`config.mk`:
```
export PLATFORM = sky130hd
export DESIGN_NAME = ppu_register_port_scroll
export DESIGN_NICKNAME = d
export VERILOG_FILES = /design/src/rtl/ppurps_pkg.sv /design/src/rtl/ppurps_ram.sv /design/src/rtl/ppu_register_port_scroll.sv
export SDC_FILE = /design/constraint.sdc
export NUM_CORES = 2
export LEC_CHECK = 0
export BUFFER_PORTS_ARGS = -buffer_cell sky130_fd_sc_hd__buf_2
export CAP_MARGIN = 20
export CORE_MARGIN = 4
export CORE_UTILIZATION = 50
export DETAILED_ROUTE_END_ITERATION = 10
export GPL_ROUTABILITY_DRIVEN = 0
export PLACE_DENSITY = 0.62
export SYNTH_ARGS = -nofsm -noshare
export SYNTH_HDL_FRONTEND = slang
export SYNTH_HIERARCHICAL = 1
export SYNTH_SLANG_ARGS = --single-unit
```
`constraint.sdc`:
```
create_clock -name clk_i -period 8.1 [get_ports clk_i]
set_input_delay 1.215 -clock clk_i [delete_from_list [all_inputs] [get_ports clk_i]]
set_output_delay 1.215 -clock clk_i [all_outputs]
set_load 0.03 [all_outputs]
```
`src/rtl/ppurps_pkg.sv`:
```
// Shared types and constants for the picture processor register port.
// Item kinds, register numbers and scroll address constants.
// No dependencies.
`default_nettype none

package ppurps_pkg;

  localparam int unsigned AddrW = 15;

  // Start of palette space within the 14-bit video address.
  localparam logic [13:0] PaletteStart = 14'h3F00;
  localparam logic [4:0]  CoarseLast   = 5'd31;
  localparam logic [4:0]  CoarseYWrap  = 5'd29;

  typedef enum logic [3:0] {
    KIND_WRITE     = 4'd0,
    KIND_READ      = 4'd1,
    KIND_INCR_X    = 4'd2,
    KIND_INCR_Y    = 4'd3,
    KIND_COPY_X    = 4'd4,
    KIND_COPY_Y    = 4'd5,
    KIND_VBLANK    = 4'd6,
    KIND_PRERENDER = 4'd7,
    KIND_OVERFLOW  = 4'd8,
    KIND_HIT       = 4'd9,
    KIND_NMI_ACK   = 4'd10
  } kind_e;

  typedef enum logic [2:0] {
    REG_CTRL     = 3'd0,
    REG_MASK     = 3'd1,
    REG_STATUS   = 3'd2,
    REG_OAM_ADDR = 3'd3,
    REG_OAM_DATA = 3'd4,
    REG_SCROLL   = 3'd5,
    REG_ADDR     = 3'd6,
    REG_DATA     = 3'd7
  } reg_e;

endpackage

`default_nettype wire

```
`src/rtl/ppurps_ram.sv`:
```
// Generic single-port-write, single-port-read RAM with a registered read.
// Standalone; used for the sprite memory of the register port.
`default_nettype none

module ppurps_ram #(
  parameter int unsigned Width = 8,
  parameter int unsigned Depth = 256
) (
  input  wire logic                     clk_i,
  input  wire logic                     we_i,
  input  wire logic [$clog2(Depth)-1:0] waddr_i,
  input  wire logic [Width-1:0]         wdata_i,
  input  wire logic                     re_i,
  input  wire logic [$clog2(Depth)-1:0] raddr_i,
  output      logic [Width-1:0]         rdata_o
);

  logic [Width-1:0] mem_q [Depth];
  logic [Width-1:0] rdata_q;

  always_ff @(posedge clk_i) begin
    if (we_i) begin
      mem_q[waddr_i] <= wdata_i;
    end
    if (re_i) begin
      rdata_q <= mem_q[raddr_i];
    end
  end

  assign rdata_o = rdata_q;

endmodule

`default_nettype wire

```
`src/rtl/ppu_register_port_scroll.sv`:
```
// Top level of the picture processor CPU register port and scroll logic.
// Depends on ppurps_pkg and ppurps_ram.
//
// Usage:
//   Each input transfer is either a CPU access (write or read of one of the
//   eight registers) or a timing event from the dot counter. Each produces
//   exactly one result transfer carrying read data, the video address before
//   and after the item, the video memory write strobe and data, and the
//   current control, mask, fine X and NMI levels.
//   Both channels use valid and stall; a transfer happens on a clock edge at
//   which valid is high and stall is low.
//   An item is captured in the input register at its transfer and processed
//   into the result register at an edge at which that register is free or
//   being taken. One item is taken every cycle while the receiver does not
//   stall; the sprite memory read is launched at the input transfer so that
//   its registered output is ready for the processing cycle.
//   While the receiver stalls, the result register holds and one further
//   item may wait in the input register; after that the input stalls too.
//   Reset clears the state, flags and addresses. Sprite memory reads as
//   zero at every byte not yet written since reset, through a valid bit per
//   byte; no clearing pass is needed.
`default_nettype none

module ppu_register_port_scroll
  import ppurps_pkg::*;
#(
  parameter int unsigned OBJECT_MEMORY_BYTES = 256
) (
  input  wire logic        clk_i,
  input  wire logic        rst_ni,
  input  wire logic        in_valid_i,
  output      logic        in_stall_o,
  input  wire logic [3:0]  kind_i,
  input  wire logic [2:0]  register_index_i,
  input  wire logic [7:0]  write_data_i,
  input  wire logic [7:0]  vram_read_data_i,
  input  wire logic        flag_value_i,
  output      logic        out_valid_o,
  input  wire logic        out_stall_i,
  output      logic [7:0]  read_data_o,
  output      logic [14:0] access_address_o,
  output      logic [14:0] next_address_o,
  output      logic        vram_write_enable_o,
  output      logic [7:0]  vram_write_data_o,
  output      logic [2:0]  fine_x_out_o,
  output      logic        nmi_pending_o,
  output      logic [7:0]  control_byte_o,
  output      logic [7:0]  mask_byte_o
);

  localparam int unsigned OamAw = $clog2(OBJECT_MEMORY_BYTES);

  // Input register.
  logic        s1_valid_q;
  logic [3:0]  s1_kind_q;
  logic [2:0]  s1_reg_q;
  logic [7:0]  s1_wdata_q;
  logic [7:0]  s1_bus_q;
  logic        s1_flag_q;

  // Architectural state.
  logic [7:0]       ctrl_q, ctrl_d;
  logic [7:0]       mask_q, mask_d;
  logic [2:0]       status_q, status_d;
  logic [AddrW-1:0] cur_q, cur_d;
  logic [AddrW-1:0] tmp_q, tmp_d;
  logic [2:0]       fine_x_q, fine_x_d;
  logic             latch_q, latch_d;
  logic [7:0]       rbuf_q, rbuf_d;
  logic [7:0]       oam_addr_q, oam_addr_d;
  logic             nmi_q, nmi_d;
  logic [OBJECT_MEMORY_BYTES-1:0] oam_valid_q;

  // Sprite memory read path with bypass of the write made at the read edge.
  logic [7:0]       oam_rdata;
  logic             byp_sel_q;
  logic [7:0]       byp_data_q;
  logic [OamAw-1:0] oam_raddr;
  logic             oam_we;
  logic [7:0]       oam_byte;

  // Result register.
  logic             out_valid_q;
  logic [7:0]       rd_q;
  logic [AddrW-1:0] acc_addr_q;
  logic [AddrW-1:0] nxt_addr_q;
  logic             we_q;
  logic [7:0]       wd_q;
  logic [2:0]       fx_q;
  logic             nmi_out_q;
  logic [7:0]       ctrl_out_q;
  logic [7:0]       mask_out_q;

  logic             s1_fire;
  logic             in_fire;
  logic [7:0]       rd_d;
  logic             we_d;
  logic [7:0]       wd_d;

  assign s1_fire    = s1_valid_q && (!out_valid_q || !out_stall_i);
  assign in_stall_o = s1_valid_q && !s1_fire;
  assign in_fire    = in_valid_i && !in_stall_o;

  assign oam_we = s1_fire && (s1_kind_q == KIND_WRITE) && (s1_reg_q == REG_OAM_DATA);

  // The read is launched at the input transfer; an item leaving the input
  // register at the same edge may move the sprite address first.
  always_comb begin
    oam_raddr = oam_addr_q[OamAw-1:0];
    if (s1_fire && (s1_kind_q == KIND_WRITE) && (s1_reg_q == REG_OAM_ADDR)) begin
      oam_raddr = s1_wdata_q[OamAw-1:0];
    end
  end

  ppurps_ram #(
    .Width (8),
    .Depth (OBJECT_MEMORY_BYTES)
  ) u_oam (
    .clk_i   (clk_i),
    .we_i    (oam_we),
    .waddr_i (oam_addr_q[OamAw-1:0]),
    .wdata_i (s1_wdata_q),
    .re_i    (in_fire),
    .raddr_i (oam_raddr),
    .rdata_o (oam_rdata)
  );

  always_comb begin
    if (byp_sel_q) begin
      oam_byte = byp_data_q;
    end else if (oam_valid_q[oam_addr_q[OamAw-1:0]]) begin
      oam_byte = oam_rdata;
    end else begin
      oam_byte = 8'h00;
    end
  end

  // Next-state logic for the item in the input register.
  always_comb begin
    logic       render_on;
    logic [4:0] cy;
    logic [AddrW-1:0] step;

    ctrl_d     = ctrl_q;
    mask_d     = mask_q;
    status_d   = status_q;
    cur_d      = cur_q;
    tmp_d      = tmp_q;
    fine_x_d   = fine_x_q;
    latch_d    = latch_q;
    rbuf_d     = rbuf_q;
    oam_addr_d = oam_addr_q;
    nmi_d      = nmi_q;
    rd_d       = 8'h00;
    we_d       = 1'b0;
    wd_d       = 8'h00;
    cy         = cur_q[9:5];
    render_on  = mask_q[3] || mask_q[4];
    step       = ctrl_q[2] ? AddrW'(32) : AddrW'(1);

    unique case (s1_kind_q)
      KIND_WRITE: begin
        unique case (s1_reg_q)
          REG_CTRL: begin
            ctrl_d        = s1_wdata_q;
            tmp_d[11:10]  = s1_wdata_q[1:0];
          end
          REG_MASK:     mask_d = s1_wdata_q;
          REG_OAM_ADDR: oam_addr_d = s1_wdata_q;
          REG_SCROLL: begin
            if (latch_q) begin
              tmp_d[14:12] = s1_wdata_q[2:0];
              tmp_d[9:5]   = s1_wdata_q[7:3];
            end else begin
              tmp_d[4:0] = s1_wdata_q[7:3];
              fine_x_d   = s1_wdata_q[2:0];
            end
            latch_d = !latch_q;
          end
          REG_ADDR: begin
            if (latch_q) begin
              tmp_d[7:0] = s1_wdata_q;
              cur_d      = {tmp_q[14:8], s1_wdata_q};
            end else begin
              tmp_d[14]   = 1'b0;
              tmp_d[13:8] = s1_wdata_q[5:0];
            end
            latch_d = !latch_q;
          end
          REG_DATA: begin
            we_d  = 1'b1;
            wd_d  = s1_wdata_q;
            cur_d = cur_q + step;
          end
          default: ;
        endcase
      end
      KIND_READ: begin
        unique case (s1_reg_q)
          REG_STATUS: begin
            rd_d     = {status_q, rbuf_q[4:0]};
            status_d = {1'b0, status_q[1:0]};
            latch_d  = 1'b0;
          end
          REG_OAM_DATA: rd_d = oam_byte;
          REG_DATA: begin
            rbuf_d = s1_bus_q;
            // Palette reads return the fresh byte rather than the buffer.
            rd_d   = (cur_q[13:0] >= PaletteStart) ? s1_bus_q : rbuf_q;
            cur_d  = cur_q + step;
          end
          default: ;
        endcase
      end
      KIND_INCR_X: begin
        if (render_on) begin
          if (cur_q[4:0] == CoarseLast) begin
            cur_d = {cur_q[14:11], !cur_q[10], cur_q[9:5], 5'd0};
          end else begin
            cur_d = cur_q + AddrW'(1);
          end
        end
      end
      KIND_INCR_Y: begin
        if (render_on) begin
          if (cur_q[14:12] != 3'b111) begin
            cur_d = cur_q + AddrW'(16'h1000);
          end else begin
            // Fine Y wraps into coarse Y; row 29 also flips the vertical
            // nametable, row 31 wraps without flipping and row 30 steps on.
            cur_d = {3'b000, cur_q[11:0]};
            if (cy == CoarseYWrap) begin
              cur_d[11]  = !cur_q[11];
              cur_d[9:5] = 5'd0;
            end else if (cy == CoarseLast) begin
              cur_d[9:5] = 5'd0;
            end else begin
              cur_d[9:5] = cy + 5'd1;
            end
          end
        end
      end
      KIND_COPY_X: begin
        if (render_on) begin
          cur_d[10]  = tmp_q[10];
          cur_d[4:0] = tmp_q[4:0];
        end
      end
      KIND_COPY_Y: begin
        if (render_on) begin
          cur_d[14:11] = tmp_q[14:11];
          cur_d[9:5]   = tmp_q[9:5];
        end
      end
      KIND_VBLANK: begin
        status_d[2] = 1'b1;
        if (ctrl_q[7]) begin
          nmi_d = 1'b1;
        end
      end
      KIND_PRERENDER: status_d = 3'b000;
      KIND_OVERFLOW:  status_d[0] = s1_flag_q;
      KIND_HIT:       status_d[1] = s1_flag_q;
      KIND_NMI_ACK:   nmi_d = 1'b0;
      default: ;
    endcase
  end

  // Input register.
  always_ff @(posedge clk_i or negedge rst_ni) begin
    if (!rst_ni) begin
      s1_valid_q <= 1'b0;
    end else if (in_fire) begin
      s1_valid_q <= 1'b1;
    end else if (s1_fire) begin
      s1_valid_q <= 1'b0;
    end
  end

  always_ff @(posedge clk_i) begin
    if (in_fire) begin
      s1_kind_q  <= kind_i;
      s1_reg_q   <= register_index_i;
      s1_wdata_q <= write_data_i;
      s1_bus_q   <= vram_read_data_i;
      s1_flag_q  <= flag_value_i;
      byp_sel_q  <= oam_we;
      byp_data_q <= s1_wdata_q;
    end
  end

  // State registers.
  always_ff @(posedge clk_i or negedge rst_ni) begin
    if (!rst_ni) begin
      ctrl_q      <= '0;
      mask_q      <= '0;
      status_q    <= '0;
      cur_q       <= '0;
      tmp_q       <= '0;
      fine_x_q    <= '0;
      latch_q     <= 1'b0;
      rbuf_q      <= '0;
      oam_addr_q  <= '0;
      nmi_q       <= 1'b0;
      oam_valid_q <= '0;
    end else if (s1_fire) begin
      ctrl_q     <= ctrl_d;
      mask_q     <= mask_d;
      status_q   <= status_d;
      cur_q      <= cur_d;
      tmp_q      <= tmp_d;
      fine_x_q   <= fine_x_d;
      latch_q    <= latch_d;
      rbuf_q     <= rbuf_d;
      oam_addr_q <= oam_addr_d;
      nmi_q      <= nmi_d;
      if (oam_we) begin
        oam_valid_q[oam_addr_q[OamAw-1:0]] <= 1'b1;
      end
    end
  end

  // Result register.
  always_ff @(posedge clk_i or negedge rst_ni) begin
    if (!rst_ni) begin
      out_valid_q <= 1'b0;
    end else if (s1_fire) begin
      out_valid_q <= 1'b1;
    end else if (!out_stall_i) begin
      out_valid_q <= 1'b0;
    end
  end

  always_ff @(posedge clk_i) begin
    if (s1_fire) begin
      rd_q       <= rd_d;
      acc_addr_q <= cur_q;
      nxt_addr_q <= cur_d;
      we_q       <= we_d;
      wd_q       <= wd_d;
      fx_q       <= fine_x_d;
      nmi_out_q  <= nmi_d;
      ctrl_out_q <= ctrl_d;
      mask_out_q <= mask_d;
    end
  end

  assign out_valid_o         = out_valid_q;
  assign read_data_o         = rd_q;
  assign access_address_o    = acc_addr_q;
  assign next_address_o      = nxt_addr_q;
  assign vram_write_enable_o = we_q;
  assign vram_write_data_o   = wd_q;
  assign fine_x_out_o        = fx_q;
  assign nmi_pending_o       = nmi_out_q;
  assign control_byte_o      = ctrl_out_q;
  assign mask_byte_o         = mask_out_q;

endmodule

`default_nettype wire
```
==> results.toml <==
[sta]
fin_ws_ns = 1.46
relSlewSlack = 0.162
whs_ns = 0.352
max_freq_ghz = 0.151
period_minus_slack_ns = 6.64
fin_setup_tns_ns = 0
final_hold_viol_count = 0
finalCritPeriodShare = 0.819
fin_skew_ns = 0.0478
setup_viol_count_final = 0
slew_viol_final = 0
worst_pin_slew_ns = 1.25
rsz0062_at_grt = "no"

[clock_network]
cts_tree = "yes"
hold_buffers = 0
cts_buffer_depth = 3
worstSkewPairLatency_ns = 0.88
cts_inserted_buffers = 240
cts-resized-gates = 0
clk_pin_slew_ns = 0.07
cts_num_sinks = 2484
post_cts_buffers = 0
cts_root_buf = "clkbuf_16"
htreeDepth = 4

[drt]
totalWireLength_um = 255000
first_iter_violations = 6459
ant_nets = 0
viasPerCell = 6.38
drc = 0
vias = 53200
wl_met2_um = 120000
m1WireLength_um = 107000
avgRoutedWirePerCell_um = 30.6
route.met3.wl_um = 21100
dr.pass1.iters = 6
routed.top_layer = "met5"

[yosys]
syn_area_um2 = 99300
yosysTopAreaCellShare = 0.652
yosysTopAreaCell = "edfxtp_1"
syn_nets = 5365
synth_area_leaders = "edfxtp_1 (65%), mux4_2 (11%), dfrtp_1 (8.3%), mux2i_1 (1.6%), nor2_1 (1.3%)"
synth_edf_count = 2156
synth-seq-cells = 2484
seq_area_frac_synth = 0.735
ys_async_sr_fraction = 0.132
synth-warning-count = 6
syn_area_per_cell_um2 = 18.6
synthCells = 5326
synth_ff_type = "edfxtp_1"
netlist-cell-type-count = 90

[worst_setup_path]
worstSetupPathType = "flip-flop to flip-flop"
worst_path_max_delay_cell = "nor3_1"
ff2ff_setup_slack_ns = 1.46
crit_path_frequent_cell = "nor2_1"
worst_ep_arrival_time_ns = 7.20
critPathMaxFanout = 45
cp-start-kind = "flip-flop"
reg2reg_depth = 12
crit_chain = "nor2_1 > nand2_1 > nor2_1 > and3_1 > mux2_8 > buf_12 > mux4_2 > a22o_1 > a221oi_1 > o32ai_1 > nor3_1 > nor4_1"
path_delay_family = "simple AND/OR/NAND/NOR gates"
cp-end-kind = "flip-flop"
r2r_start = "s1_kind_q[2]$_DFFE_PP_"
critPathLaunch = "s1_kind_q[2]$_DFFE_PP_"
slowest_delay_ns = 0.98
critPathRequiredTime_ns = 8.66
crit_buf_inv = 1
worst-path-stages = 12

[final_layout]
stdcell_area_um2 = 110000
multi_input_area_um2 = 24500
num-fill-cells = 15100
drive_gt1_frac = 0.209
nets = 5521
area_delta_synth_final_pct = 11.2
final_common_cell = "edfxtp_1"
regArea_um2 = 73000
layout_common_cells = "edfxtp_1 (2156), mux4_2 (506), nor2_1 (350)"

[floorplanning]
die_x_um = 454
die_h_um = 454
placementRows = 163
start_util = 0.503
ios = 97
fp.dieArea_um2 = 206000
core-area_um2 = 197000

[placement]
dp_slack_ns = 1.32
numPortBuffers = 96
dpl_cell_area_um2 = 103000
dp_hpwl_um = 156000

[grt]
grt_pass1_vias = 52400
grt_pass1_wl_um = 373000
grt_max_degree = 200
gr-total-overflow = 0
antenna_found_initial = 7
grt_usage = 0.248

[pwr]
p_per_area_nw_per_um2 = 251
ir_drop_v = 0.000243
p_leak_uw = 0.0367

[worst_hold_path]
hold_path_class = "input port to async pin"

[run]
maxCapViolCount = 0

[outcome]
status = "finished clean"
layout make-up:
| type | instances | area share |
|---|---|---|
| flip-flops and latches | 2484 | 0.661 |
| diodes | 3 | 0.0000680 |
| well taps | 2640 | 0.0299 |
| clock buffers | 323 | 0.0587 |
| multi-input cells | 2485 | 0.222 |
| clock inverters | 129 | 0.0102 |
| inverters | 25 | 0.000873 |
| repair buffers | 246 | 0.0174 |
registers in the layout, indices dropped and copies added (netlist names), 4 cells and up:
signal / count
s1_bus_q: 8
s1_kind_q: 4
ctrl_q: 8
oam_valid_q: 256
s1_wdata_q: 8
rbuf_q: 8
tmp_q: 15
access_address_o: 15
cur_q: 15
byp_data_q: 8
oam_addr_q: 8
u_oam/mem_q: 2048
next_address_o: 15
vram_write_data_o: 8
mask_byte_o: 8
mask_q: 8
read_data_o: 8
control_byte_o: 8
u_oam/rdata_o: 8
per-stage QoR:
stage | total power [uW] | util | std cells
6_report | 27700 | 0.559 | 8335
5_1_grt | 28600 | 0.559 | 8333
4_1_cts | 27900 | 0.559 | 8326
3_5_place_dp | 17200 | 0.520 | 7874
3_3_place_gp | 17100 | 0.519 | 7862
2_1_floorplan | 16200 | - | 5326
power by group:
part	internal [uW]	total [uW]	switching, uW
combinational	865	2600	1740
sequential	14100	14300	183
clock	6030	10800	4790
total	21000	27700	6710
worst paths after layout:
| check | endpoint |
|---|---|
| max in group asynchronous | oam_addr_q[2]$_DFFE_PN0P_ |
| worst min register to register | oam_valid_q[26]$_DFFE_PN0P_ |
| min in group clk_i | oam_valid_q[26]$_DFFE_PN0P_ |
| worst min-delay path | oam_valid_q[153]$_DFFE_PN0P_ |
| worst max-delay path | u_oam/rdata_o[3]$_DFFE_PP_ |
| worst max register to register | u_oam/rdata_o[3]$_DFFE_PP_ |
layer usage:
layer	GRT usage	vias to the layer above
li1	-	22000
met1	0.371	28300
met2	0.382	2483
met3	0.0418	387
met4	0.0679	2
met5	0	-
logic make-up (layout without fill, tap and decap cells):
family          count (synthesis)  in the layout  share of synthesized area
other cells                     0              3                          0
mux                           732            732                      0.140
flops                        2484           2484                      0.735
xor+xnor                       10             10                   0.000882
simple gates                  838            838                     0.0388
buf+inv                       357            723                     0.0204
compound gates                893            893                     0.0635
fa+ha+maj                      12             12                    0.00149
worst register-to-register path, stage by stage (launching register included):
cell      delay, ns
edfxtp_1       0.64
nor2_1         0.26
nand2_1        0.28
nor2_1         0.38
and3_1         0.78
mux2_8         0.79
buf_12         0.44
mux4_2         0.60
a22o_1         0.30
a221oi_1       0.53
o32ai_1        0.20
nor3_1         0.98
nor4_1         0.16
cells in the mapped netlist (all sizes together) (5+ instances only):
cell,count
nor4,32
o22a,10
a222oi,8
nand2b,18
o21ai,88
nor2b,52
nand4,19
inv,23
mux2,52
and3,26
nor3,50
o221ai,53
o211ai,17
o32ai,7
mux2i,163
mux4,517
a2111oi,7
o31ai,6
and2,16
or3,5
o22ai,38
o21bai,112
buf,153
a21oi,155
ha,11
nand3,65
or2,6
a31oi,12
nand2,172
a21o,148
dfrtp,328
a22o,16
edfxtp,2156
a221oi,17
a22oi,138
nor2,354
xnor2,7
a211oi,24
clkbuf,179
Power figures use the tool's default switching activity.
